### src/rtl/wsfp_pkg.sv
// Package for the WebSocket frame parser.
// Holds result kinds, parse phases, the result record and the queue depth.
// No dependencies.
`default_nettype none

package wsfp_pkg;

    localparam int QUEUE_DEPTH = 4;

    localparam logic [7:0] FIN_BIT     = 8'h80;
    localparam logic [7:0] OPCODE_MASK = 8'h0F;
    localparam logic [6:0] LEN_EXT16   = 7'd126;
    localparam logic [6:0] LEN_EXT64   = 7'd127;
    localparam logic [3:0] EXT16_BYTES = 4'd2;
    localparam logic [3:0] EXT64_BYTES = 4'd8;
    localparam logic [3:0] KEY_BYTES   = 4'd4;

    typedef enum logic [1:0] {
        KIND_PAYLOAD = 2'd0,
        KIND_DONE    = 2'd1,
        KIND_TRUNC   = 2'd2
    } t_kind;

    typedef enum logic [5:0] {
        PH_HDR0 = 6'b000001,
        PH_HDR1 = 6'b000010,
        PH_EXT  = 6'b000100,
        PH_KEY  = 6'b001000,
        PH_PAY  = 6'b010000,
        PH_SKIP = 6'b100000
    } t_phase;

    typedef struct packed {
        logic [1:0]  kind;
        logic [7:0]  payload_byte;
        logic        fin_flag;
        logic [3:0]  frame_opcode;
        logic        masked_flag;
        logic [63:0] frame_length;
        logic        last;
    } t_result;

    function automatic t_result make_result(
        input t_kind       kind,
        input logic [7:0]  pb,
        input logic        fin,
        input logic [3:0]  opcode,
        input logic        masked,
        input logic [63:0] len
    );
        t_result r;
        r.kind         = kind;
        r.payload_byte = pb;
        r.fin_flag     = fin;
        r.frame_opcode = opcode;
        r.masked_flag  = masked;
        r.frame_length = len;
        r.last         = 1'b0;
        return r;
    endfunction

endpackage

`default_nettype wire

### src/rtl/wsfp_if.sv
// Valid/ready channel interfaces for the WebSocket frame parser.
// Input beat carries one buffer byte; output beat carries one result.
// No dependencies.
`default_nettype none

interface wsfp_in_if;
    logic       valid;
    logic       ready;
    logic [7:0] data_byte;
    logic       end_of_buffer;

    modport source (output valid, output data_byte, output end_of_buffer, input ready);
    modport sink   (input valid, input data_byte, input end_of_buffer, output ready);
endinterface

interface wsfp_out_if;
    logic        valid;
    logic        ready;
    logic [1:0]  kind;
    logic [7:0]  payload_byte;
    logic        fin_flag;
    logic [3:0]  frame_opcode;
    logic        masked_flag;
    logic [63:0] frame_length;
    logic        last;

    modport source (output valid, output kind, output payload_byte, output fin_flag,
                    output frame_opcode, output masked_flag, output frame_length,
                    output last, input ready);
    modport sink   (input valid, input kind, input payload_byte, input fin_flag,
                    input frame_opcode, input masked_flag, input frame_length,
                    input last, output ready);
endinterface

`default_nettype wire

### src/rtl/websocket_frame_parser_core.sv
// WebSocket frame parser top level: header decode, unmasking, result queue.
// Depends on wsfp_pkg and the channel interfaces in wsfp_if.sv.
// Each result is written into the result queue when its input beat is taken.
// Throughput: one byte per cycle while the queue has room for two results;
// a byte that yields two results (last payload byte plus frame complete, or
// a non-final payload byte plus truncation) fills two of QUEUE_DEPTH entries.
// Reset: synchronous, active low; parser returns to the first header byte.
`default_nettype none

module websocket_frame_parser_core #(
    parameter int QUEUE_DEPTH = wsfp_pkg::QUEUE_DEPTH
) (
    input  wire          i_clk,
    input  wire          i_rst_n,
    wsfp_in_if.sink      i_in,
    wsfp_out_if.source   o_out
);
    import wsfp_pkg::*;

    localparam int PTR_W = (QUEUE_DEPTH > 1) ? $clog2(QUEUE_DEPTH) : 1;
    localparam int CNT_W = $clog2(QUEUE_DEPTH + 1);
    localparam logic [PTR_W-1:0] PTR_LAST  = PTR_W'(QUEUE_DEPTH - 1);
    localparam logic [CNT_W-1:0] CNT_FULL  = CNT_W'(QUEUE_DEPTH);
    localparam logic [CNT_W-1:0] CNT_ROOM2 = CNT_W'(QUEUE_DEPTH - 2);

    t_phase      r_phase, n_phase;
    logic [3:0]  r_ecnt, n_ecnt;
    logic [3:0]  r_need, n_need;
    logic        r_fin, n_fin;
    logic [3:0]  r_opcode, n_opcode;
    logic        r_masked, n_masked;
    logic [63:0] r_len, n_len;
    logic [7:0]  r_key [4];
    logic [7:0]  n_key [4];
    logic [63:0] r_pidx, n_pidx;

    t_result     res [2];
    logic [1:0]  nres;

    t_result           r_queue [QUEUE_DEPTH];
    logic [PTR_W-1:0]  r_wr_ptr, r_rd_ptr;
    logic [CNT_W-1:0]  r_count;
    logic [PTR_W-1:0]  wr_ptr1;

    logic in_acc, out_acc;
    logic [7:0] b;
    logic [6:0] len7;
    logic [7:0] key_byte;
    logic do_len_done, do_hdr_done;

    assign in_acc     = i_in.valid && i_in.ready;
    assign out_acc    = o_out.valid && o_out.ready;
    assign i_in.ready = (r_count <= CNT_ROOM2);
    assign b          = i_in.data_byte;
    assign len7       = b[6:0];
    assign key_byte   = r_masked ? r_key[r_pidx[1:0]] : 8'h00;

    always_comb begin
        n_phase  = r_phase;
        n_ecnt   = r_ecnt;
        n_need   = r_need;
        n_fin    = r_fin;
        n_opcode = r_opcode;
        n_masked = r_masked;
        n_len    = r_len;
        n_key    = r_key;
        n_pidx   = r_pidx;
        nres     = 2'd0;
        res[0]   = make_result(KIND_TRUNC, 8'h00, 1'b0, 4'h0, 1'b0, 64'h0);
        res[1]   = res[0];
        do_len_done = 1'b0;
        do_hdr_done = 1'b0;

        case (r_phase)
            PH_HDR0: begin
                n_fin    = |(b & FIN_BIT);
                n_opcode = 4'(b & OPCODE_MASK);
                n_masked = 1'b0;
                n_len    = 64'h0;
                n_pidx   = 64'h0;
                n_phase  = PH_HDR1;
            end
            PH_HDR1: begin
                n_masked = b[7];
                n_len    = 64'h0;
                n_ecnt   = 4'd0;
                if (len7 == LEN_EXT16) begin
                    n_need  = EXT16_BYTES;
                    n_phase = PH_EXT;
                end else if (len7 == LEN_EXT64) begin
                    n_need  = EXT64_BYTES;
                    n_phase = PH_EXT;
                end else begin
                    n_need      = 4'd0;
                    n_len       = {57'h0, len7};
                    do_len_done = 1'b1;
                end
            end
            PH_EXT: begin
                n_len  = {r_len[55:0], b};
                n_ecnt = r_ecnt + 4'd1;
                if (n_ecnt >= r_need) begin
                    do_len_done = 1'b1;
                end
            end
            PH_KEY: begin
                n_key[r_ecnt[1:0]] = b;
                n_ecnt = r_ecnt + 4'd1;
                if (n_ecnt >= KEY_BYTES) begin
                    do_hdr_done = 1'b1;
                end
            end
            PH_PAY: begin
                res[0] = make_result(KIND_PAYLOAD, b ^ key_byte, r_fin, r_opcode,
                                     r_masked, r_len);
                nres   = 2'd1;
                n_pidx = r_pidx + 64'd1;
                if (n_pidx >= r_len) begin
                    res[1]  = make_result(KIND_DONE, 8'h00, r_fin, r_opcode,
                                          r_masked, r_len);
                    nres    = 2'd2;
                    n_phase = PH_SKIP;
                end
            end
            default: begin
                n_phase = PH_SKIP;
            end
        endcase

        if (do_len_done) begin
            if (n_masked) begin
                n_ecnt  = 4'd0;
                n_phase = PH_KEY;
            end else begin
                do_hdr_done = 1'b1;
            end
        end

        if (do_hdr_done) begin
            n_pidx = 64'h0;
            if (n_len == 64'h0) begin
                res[0]  = make_result(KIND_DONE, 8'h00, n_fin, n_opcode, n_masked, n_len);
                nres    = 2'd1;
                n_phase = PH_SKIP;
            end else begin
                n_phase = PH_PAY;
            end
        end

        if (i_in.end_of_buffer) begin
            if (n_phase != PH_SKIP) begin
                res[nres[0]] = make_result(KIND_TRUNC, 8'h00, 1'b0, 4'h0, 1'b0, 64'h0);
                nres = nres + 2'd1;
            end
            n_phase = PH_HDR0;
            n_ecnt  = 4'd0;
            n_need  = 4'd0;
            n_pidx  = 64'h0;
        end

        if (nres == 2'd1) begin
            res[0].last = 1'b1;
        end else if (nres == 2'd2) begin
            res[1].last = 1'b1;
        end
    end

    always_ff @(posedge i_clk) begin
        if (!i_rst_n) begin
            r_phase  <= PH_HDR0;
            r_ecnt   <= 4'd0;
            r_need   <= 4'd0;
            r_fin    <= 1'b0;
            r_opcode <= 4'h0;
            r_masked <= 1'b0;
            r_len    <= 64'h0;
            r_key    <= '{default: 8'h00};
            r_pidx   <= 64'h0;
        end else if (in_acc) begin
            r_phase  <= n_phase;
            r_ecnt   <= n_ecnt;
            r_need   <= n_need;
            r_fin    <= n_fin;
            r_opcode <= n_opcode;
            r_masked <= n_masked;
            r_len    <= n_len;
            r_key    <= n_key;
            r_pidx   <= n_pidx;
        end
    end

    assign wr_ptr1 = (r_wr_ptr == PTR_LAST) ? '0 : r_wr_ptr + PTR_W'(1);

    always_ff @(posedge i_clk) begin
        if (in_acc) begin
            if (nres != 2'd0) begin
                r_queue[r_wr_ptr] <= res[0];
            end
            if (nres == 2'd2) begin
                r_queue[wr_ptr1] <= res[1];
            end
        end
    end

    always_ff @(posedge i_clk) begin
        if (!i_rst_n) begin
            r_wr_ptr <= '0;
            r_rd_ptr <= '0;
            r_count  <= '0;
        end else begin
            if (in_acc) begin
                if (nres == 2'd1) begin
                    r_wr_ptr <= wr_ptr1;
                end else if (nres == 2'd2) begin
                    r_wr_ptr <= (wr_ptr1 == PTR_LAST) ? '0 : wr_ptr1 + PTR_W'(1);
                end
            end
            if (out_acc) begin
                r_rd_ptr <= (r_rd_ptr == PTR_LAST) ? '0 : r_rd_ptr + PTR_W'(1);
            end
            r_count <= r_count + (in_acc ? CNT_W'(nres) : '0) - CNT_W'(out_acc);
        end
    end

    assign o_out.valid        = (r_count != '0);
    assign o_out.kind         = r_queue[r_rd_ptr].kind;
    assign o_out.payload_byte = r_queue[r_rd_ptr].payload_byte;
    assign o_out.fin_flag     = r_queue[r_rd_ptr].fin_flag;
    assign o_out.frame_opcode = r_queue[r_rd_ptr].frame_opcode;
    assign o_out.masked_flag  = r_queue[r_rd_ptr].masked_flag;
    assign o_out.frame_length = r_queue[r_rd_ptr].frame_length;
    assign o_out.last         = r_queue[r_rd_ptr].last;

    a_count_bound: assert property (@(posedge i_clk) disable iff (!i_rst_n)
        r_count <= CNT_FULL)
        else $error("result queue overflow");

    a_pay_gives_beat: assert property (@(posedge i_clk) disable iff (!i_rst_n)
        (in_acc && r_phase == PH_PAY) |=> o_out.valid)
        else $error("payload beat produced no result");

    a_eob_rearms: assert property (@(posedge i_clk) disable iff (!i_rst_n)
        (in_acc && i_in.end_of_buffer) |=> (r_phase == PH_HDR0 && r_pidx == 64'h0))
        else $error("parser not rearmed after end of buffer");

    a_ext_count: assert property (@(posedge i_clk) disable iff (!i_rst_n)
        r_ecnt <= EXT64_BYTES)
        else $error("extension byte count out of range");

endmodule

`default_nettype wire

### src/flat_wrapper.sv
// flat-port wrapper written by rule: the top's interface ports become plain ports
module websocket_frame_parser_core_flat import wsfp_pkg::*;
#(
    parameter int QUEUE_DEPTH = wsfp_pkg::QUEUE_DEPTH
)
  (i_clk, i_rst_n, i_in_valid, i_in_data_byte, i_in_end_of_buffer, i_in_ready, o_out_valid, o_out_kind, o_out_payload_byte, o_out_fin_flag, o_out_frame_opcode, o_out_masked_flag, o_out_frame_length, o_out_last, o_out_ready);
  wsfp_in_if i_in_i ();
  wsfp_out_if o_out_i ();
  input  wire i_clk;
  input  wire i_rst_n;
  input wire logic [$bits(i_in_i.valid)-1:0] i_in_valid;
  input wire logic [$bits(i_in_i.data_byte)-1:0] i_in_data_byte;
  input wire logic [$bits(i_in_i.end_of_buffer)-1:0] i_in_end_of_buffer;
  output wire logic [$bits(i_in_i.ready)-1:0] i_in_ready;
  output wire logic [$bits(o_out_i.valid)-1:0] o_out_valid;
  output wire logic [$bits(o_out_i.kind)-1:0] o_out_kind;
  output wire logic [$bits(o_out_i.payload_byte)-1:0] o_out_payload_byte;
  output wire logic [$bits(o_out_i.fin_flag)-1:0] o_out_fin_flag;
  output wire logic [$bits(o_out_i.frame_opcode)-1:0] o_out_frame_opcode;
  output wire logic [$bits(o_out_i.masked_flag)-1:0] o_out_masked_flag;
  output wire logic [$bits(o_out_i.frame_length)-1:0] o_out_frame_length;
  output wire logic [$bits(o_out_i.last)-1:0] o_out_last;
  input wire logic [$bits(o_out_i.ready)-1:0] o_out_ready;
  assign i_in_i.valid = i_in_valid;
  assign i_in_i.data_byte = i_in_data_byte;
  assign i_in_i.end_of_buffer = i_in_end_of_buffer;
  assign i_in_ready = i_in_i.ready;
  assign o_out_valid = o_out_i.valid;
  assign o_out_kind = o_out_i.kind;
  assign o_out_payload_byte = o_out_i.payload_byte;
  assign o_out_fin_flag = o_out_i.fin_flag;
  assign o_out_frame_opcode = o_out_i.frame_opcode;
  assign o_out_masked_flag = o_out_i.masked_flag;
  assign o_out_frame_length = o_out_i.frame_length;
  assign o_out_last = o_out_i.last;
  assign o_out_i.ready = o_out_ready;
  websocket_frame_parser_core #(.QUEUE_DEPTH(QUEUE_DEPTH)) u_core (.i_clk(i_clk), .i_rst_n(i_rst_n), .i_in(i_in_i), .o_out(o_out_i));
endmodule
### config.mk
export PLATFORM = sky130hd
export DESIGN_NAME = websocket_frame_parser_core_flat
export DESIGN_NICKNAME = d
export VERILOG_FILES = /design/src/rtl/wsfp_pkg.sv /design/src/rtl/wsfp_if.sv /design/src/rtl/websocket_frame_parser_core.sv /design/src/flat_wrapper.sv
export SDC_FILE = /design/constraint.sdc
export NUM_CORES = 1
export LEC_CHECK = 0
export ABC_AREA = 1
export BUFFER_PORTS_ARGS = -buffer_cell sky130_fd_sc_hd__buf_2
export CORE_UTILIZATION = 57
export CTS_CLUSTER_SIZE = 30
export DETAILED_ROUTE_END_ITERATION = 7
export PLACE_DENSITY = 0.77
export SLEW_MARGIN = 20
export SYNTH_ARGS = -nofsm -noshare
export SYNTH_HDL_FRONTEND = slang
export SYNTH_SLANG_ARGS = --single-unit
export TNS_END_PERCENT = 1
### constraint.sdc
create_clock -name i_clk -period 10 [get_ports i_clk]
set_clock_uncertainty 0.1 [all_clocks]
set_input_delay 1 -clock i_clk [delete_from_list [all_inputs] [get_ports i_clk]]
set_output_delay 1 -clock i_clk [all_outputs]
set_load 0.01 [all_outputs]
==> results of run 1 <==
-- state kept, by name, indices dropped and copies added (netlist names), 2 cells and up, named ones only --
name	flops
u_core.r_queue	324
u_core.r_len	64
u_core.r_pidx	64
u_core.r_key	32
u_core.r_phase	6
u_core.r_ecnt	4
u_core.r_opcode	4
u_core.r_count	3
u_core.r_need	2
u_core.r_rd_ptr	2
u_core.r_wr_ptr	2
-- layer usage --
layer,routed length (um),vias to the layer above,track usage (%),part of all wire (%)
li1,-,10650,-,-
met1,29900,10766,43.5,41
met2,33100,1159,47.7,45
met3,7640,133,4.88,10
met4,2220,0,10.6,3.0
met5,0,-,0,0
-- area by class of cell --
cell class	count	area [um^2]	area share, %
inverters	303	1150	4.01
multi-input cells	2125	10900	37.9
well taps	600	751	2.62
repair buffers	117	657	2.29
clock inverters	15	195	0.682
flip-flops and latches	511	13500	47.1
clock buffers	83	1550	5.40
-- worst max-delay path, delay by kind of cell, from the launching register on --
family          cells  cell delay [ns]
buf+inv             5             1.87
fa+ha+maj           3             0.79
flops               1             0.66
xor+xnor            1             0.16
simple gates       20             3.37
compound gates      2             0.41
-- cell families (layout without fill, tap and decap cells) --
group                      after synthesis  in the layout  share of synthesized area, %
and+or+nand+nor                       1022           1022                          15.8
AOI/OAI and AO/OA                      950            950                          19.0
DFF                                    511            511                          51.4
buffers and inverters                  507            518                          7.42
adders and majority gates               88             88                          4.23
xor gates and xnor gates                65             65                          2.17
-- power by group --
| group | leakage (uW) | switching (uW) | internal, uW | total, uW |
|---|---|---|---|---|
| clock | 0.000853 | 844 | 1140 | 1990 |
| combinational | 0.00615 | 1320 | 489 | 1810 |
| sequential | 0.00433 | 153 | 2380 | 2540 |
| total | 0.0113 | 2310 | 4020 | 6330 |
-- Yosys cell counts (37+ instances only) --
cell | count | area, um^2
clkbuf_1 | 163 | 612
inv_1 | 296 | 1110
nand4_1 | 40 | 250
a21oi_1 | 458 | 2290
xor2_1 | 48 | 420
edfxtp_1 | 324 | 9730
nor3_1 | 37 | 185
dfxtp_1 | 187 | 3740
o22ai_1 | 86 | 538
nor2_1 | 400 | 1500
nand2_1 | 478 | 1790
nand3_1 | 43 | 215
o21ai_0 | 352 | 1760
ha_1 | 87 | 1090
-- cells in the final DEF, fill, tap and decap left out, types with 2 or more instances in the layout --
master	netlist	layout
nand2_1	478	477
a21oi_1	458	458
nor2_1	400	400
o21ai_0	352	348
edfxtp_1	324	324
inv_1	296	291
dfxtp_1	187	185
buf_2	17	95
ha_1	87	87
o22ai_1	86	86
clkbuf_16	0	52
xor2_1	48	48
nand3_1	43	43
nand4_1	40	40
nor3_1	37	37
buf_4	5	20
clkbuf_1	163	18
xnor2_1	17	17
o211ai_1	15	15
clkbuf_8	0	13
o21ai_1	9	9
o21bai_1	9	9
clkinv_2	0	9
nor4_1	7	7
inv_2	4	7
a22oi_1	7	7
nand3b_1	6	6
a211oi_1	5	5
o21ai_4	0	4
nand3_2	3	3
or2_2	3	3
o32ai_1	3	3
bufinv_16	0	3
inv_6	0	2
clkinv_1	3	2
-- stage by stage --
| step | util [%] | hold slack [ns] | setup slack, ns | area, um^2 | std cells |
|---|---|---|---|---|---|
| after floorplan | - | 0.330 | -0.235 | 26200 | 3143 |
| after global placement | 59.3 | 0.343 | 2.71 | 26900 | 3656 |
| after detailed placement | 59.3 | 0.350 | 2.43 | 26900 | 3656 |
| after CTS | 63.1 | 0.360 | 2.40 | 28600 | 3754 |
| after global routing | 63.1 | 0.380 | 1.62 | 28600 | 3754 |
| final | 63.1 | 0.365 | 2.29 | 28600 | 3754 |
-- path summary, 6_finish.rpt --
kind | to | slack [ns] | cells past startpoint
setup / recovery | u_core.r_queue[1][50]$_DFFE_PP_ | 2.29 | 31
hold / removal | u_core.r_key[26]$_SDFFE_PN0P_ | 0.36 | 2
setup reg to reg | u_core.r_queue[1][50]$_DFFE_PP_ | 2.29 | 31
hold reg to reg | u_core.r_key[26]$_SDFFE_PN0P_ | 0.36 | 2
==> results.cfg, run 1 <==
[routing]
drt-total-wl_um = 72900
first_iter_violations = 2945
viasPerCell = 6.05
num_vias = 22708
firstDrtPassIters = 7
drcViolationCount = 0
antenna_left = 0
wl_per_cell_um = 19.4

[floorplan]
initial_core_util_pct = 57.8
die_h_um = 216
die-area_um2 = 46900
num_io_pins = 96
coreArea_um2 = 45400
chipWidth_um = 216
row_count = 78

[layout]
fin_nets = 3211
n_fill_cell = 3762
syn_to_final_growth_pct = 9.23
diodes = 0
layout-drive-gt1-share_pct = 7.17

[sta]
tns_ns = 0
finalHoldViolCount = 0
maxClockFrequency_mhz = 130
fin_crit_ns = 7.71
period_share_pct = 77.1
report.final.slew_viol_count = 0
finalSetupViolCount = 0
rsz0062_at_grt = no
slew_headroom_pct = 24.7
tightest_slew_ns = 1.13

[synth]
synth-seq-cells = 511
async_flop_share_pct = 0
synth_edf_count = 324
ys.warnings.count = 0
syn-num-nets = 3244
ys_types = 43
ys_seq_area_share_pct = 51.4
syn_inst = 3143
synth_area_per_cell_um2 = 8.34
synth-main-ff-cell = edfxtp_1
synth_area_um2 = 26200

[worst_setup_path]
critical-path-max-stage-delay_ns = 0.82
path_class = flip-flop to flip-flop
cp_common_cell = nand2_1
crit_path_end_kind = flip-flop
r2r-start = u_core.r_pidx[1]$_SDFFE_PN0P_
startpoint_type = flip-flop
arrival_ns = 7.93
critPathMaxFanout = 67
cpMaxStageDelayCell = inv_2
crit_required_ns = 10.22
crit_start = u_core.r_pidx[1]$_SDFFE_PN0P_

[power]
vdd_drop_max_mv = 0.199
leakagePower_uw = 0.0113
p_per_area_nw_per_um2 = 221
power_uw = 6330

[grt]
grt_pass1_vias = 20764
gr-total-overflow = 0
grt_antenna_before_repair = 0
grt_pass1_wl_um = 114000
grt_max_degree = 119
track_usage_pct = 30.6

[place]
dp_hpwl_um = 46400
port_buffers = 95
gp_congestion = 0.897

[cts]
postCtsSetupRepairBufs = 0
cts_resized = 0
cts_max_level = 2
path_clk_slew_ns = 0.06
root_buffer = clkbuf_16
clockBufferDepth = 3
clock_sinks = 511
cts_inserted_buffers = 52
cts_tree = yes
hold_buffers = 0
clock_latency_ns = 0.63

[worst_hold_path]
holdCritPathClass = flip-flop to flip-flop
worstHoldStart = u_core.r_key[26]$_SDFFE_PN0P_

[job]
maxCapViolCount = 0

[outcome]
outcome = complete, no violations
No activity file was read; power rests on OpenSTA's default activity.
==> run 2, diff against run 1 <==
ABC_AREA = 0   (was 1)
CORE_UTILIZATION = 62   (was 57)
PLACE_DENSITY = 0.8   (was 0.77)
clock period = 7.1 ns   (was 10 ns; I/O delays follow)
==> run 2 against run 1 <==
First-iteration DRC count down 28%. Wire length down 15%. Maximum frequency up 18%. Critical path type unchanged. Largest power group unchanged.
==> results.cfg, run 2 <==
[sta]
finalSetupViolCount = 0
rsz0062_at_grt = no
worst_hold_slack_ns = 0.357
report.final.slew_viol_count = 0
slew_headroom_pct = 30.7
fin_crit_ns = 6.52
period_share_pct = 91.9
maxClockFrequency_mhz = 153
tns_ns = 0
finalHoldViolCount = 0
tightest_slew_ns = 1.04

[floorplan]
row_count = 72
die-area_um2 = 40000
chipWidth_um = 200
coreArea_um2 = 38600
num_io_pins = 96
initial_core_util_pct = 62.9
die_h_um = 200

[synth]
syn-num-nets = 2305
async_flop_share_pct = 0
ys_seq_area_share_pct = 55.4
synth-main-ff-cell = edfxtp_1
synth_area_um2 = 24300
ys_types = 68
synth_top_area_cell = edfxtp_1
synth_edf_count = 324
synth-seq-cells = 511
synth_area_per_cell_um2 = 11.0
synthTopCellsByCount = nor2_1 (414), edfxtp_1 (324), nand2_1 (221)
ys_top_cells_by_area = edfxtp_1 (40%), dfxtp_1 (15%), mux4_2 (8.2%), nor2_1 (6.4%), ha_1 (4.5%)
syn_inst = 2204
synth.most_common_cell = nor2_1
synth_top_cell_area_share_pct = 40.0
ys.warnings.count = 0

[cts]
root_buffer = clkbuf_16
path_clk_slew_ns = 0.06
clock_sinks = 511
cts_inserted_buffers = 50
cts_max_level = 2
cts_tree = yes
clock_latency_ns = 0.60
clockBufferDepth = 3

[routing]
drcViolationCount = 0
antenna_left = 0
first_iter_violations = 2122
firstDrtPassIters = 6
wl_per_cell_um = 22.0
viasPerCell = 6.37
drt-total-wl_um = 61700
num_vias = 17808

[place]
place_inst = 2704
gp_congestion = 0.880
dp_hpwl_um = 38600
port_buffers = 95

[layout]
largest_reg_flops = 324
largest-register = u_core.r_queue
top_regs = u_core.r_queue: 324 flops, u_core.r_len: 64 flops, u_core.r_pidx: 64 flops
layout-drive-gt1-share_pct = 14.1
finalNonFillerCells = 2797
syn_to_final_growth_pct = 9.75
diodes = 0
mostFrequentLayoutCell = nor2_1
fin_nets = 2341
mostFrequentLayoutCells = nor2_1 (412), edfxtp_1 (324), nand2_1 (220)

[worst_hold_path]
holdCritPathClass = flip-flop to flip-flop
holdPathStages = 2

[worst_setup_path]
path_class = flip-flop to flip-flop
startpoint_type = flip-flop
arrival_ns = 6.70
crit_required_ns = 7.27
reg2reg_depth = 21
crit_path_end_kind = flip-flop
critPathMaxFanout = 43

[power]
p_per_area_nw_per_um2 = 257
vdd_drop_max_mv = 0.171
leakagePower_uw = 0.00967
power_uw = 6860

[grt]
grt_pass1_vias = 16951
grt_max_degree = 82
gr-total-overflow = 0
track_usage_pct = 31.1
grt_pass1_wl_um = 95500
grt_antenna_before_repair = 1

[outcome]
outcome = complete, no violations

[job]
maxCapViolCount = 0
==> run 2: final timing paths <==
check | to | startpoint | slack (ns)
max reg2reg | u_core.r_queue[0][52]$_DFFE_PP_ | u_core.r_pidx[4]$_SDFFE_PN0P_ | 0.58
min reg2reg | u_core.r_key[11]$_SDFFE_PN0P_ | u_core.r_key[11]$_SDFFE_PN0P_ | 0.36
min | u_core.r_key[11]$_SDFFE_PN0P_ | u_core.r_key[11]$_SDFFE_PN0P_ | 0.36
max | u_core.r_queue[0][52]$_DFFE_PP_ | u_core.r_pidx[4]$_SDFFE_PN0P_ | 0.58
==> run 2: routing by layer <==
metal | GRT usage (%) | routed length [um]
met3 | 5.81 | 6170
met4 | 8.93 | 1370
met2 | 48.3 | 29000
met1 | 45.0 | 25200
met5 | 0 | 0
==> run 2: what timing repair did <==
item                                    CTS  global route
buffers inserted                          0             0
endpoints found under the setup margin    0           169
resized for setup                         0             4
hold buffers                              0             0
==> run 2: report_power, final <==
group	leakage [uW]	switching (uW)	internal, uW
clock network	0.000746	1120	1440
registers	0.00441	97.9	3250
logic	0.00451	531	419
total	0.00967	1750	5110
==> run 2: kinds of logic after synthesis <==
group                      after synthesis  share of synthesized area, %
buffers and inverters                  236                          4.23
adders and majority gates               88                          4.56
xor gates and xnor gates                76                          2.74
AOI/OAI and AO/OA                      304                          8.08
DFF                                    511                          55.4
muxes                                   95                          8.52
and+or+nand+nor                        894                          16.5
==> run 2: cell type report <==
cell class | instances | area, um^2
Clock buffer | 75 | 1410
Clock inverter | 16 | 145
Fill cell | 2581 | 12000
Inverter | 94 | 355
Multi-Input combinational cell | 1458 | 9890
Sequential cell | 511 | 13500
Tap cell | 518 | 648
Timing Repair Buffer | 125 | 766
==> run 2: worst max-delay path, stage by stage, from the launching register on <==
cell and delay (ns):
dfxtp_1 0.42, and4_1 0.33, nand4_2 0.24, nor4_1 0.53
and3_1 0.45, nand3_1 0.19, xnor2_1 0.17, ha_1 0.30
nand4_1 0.19, nor4_1 0.45, buf_4 0.20, nand2_1 0.07
a211oi_1 0.27, nor4_2 0.14, buf_4 0.21, o21ai_1 0.15
and2_1 0.20, ha_1 0.24, and3_1 0.20, buf_4 0.23
a21o_4 0.54, buf_16 0.32
==> run 2: per-stage QoR <==
step / cell area, um^2 / setup slack, ns / utilization, %
finish: 26700 / 0.577 / 69.1
global route: 26700 / 0.0335 / 69.1
CTS: 26700 / 0.403 / 69.0
detailed placement: 25100 / 0.434 / 65.0
global placement: 25100 / 0.656 / 64.9
floorplan: 24300 / 0.352 / -
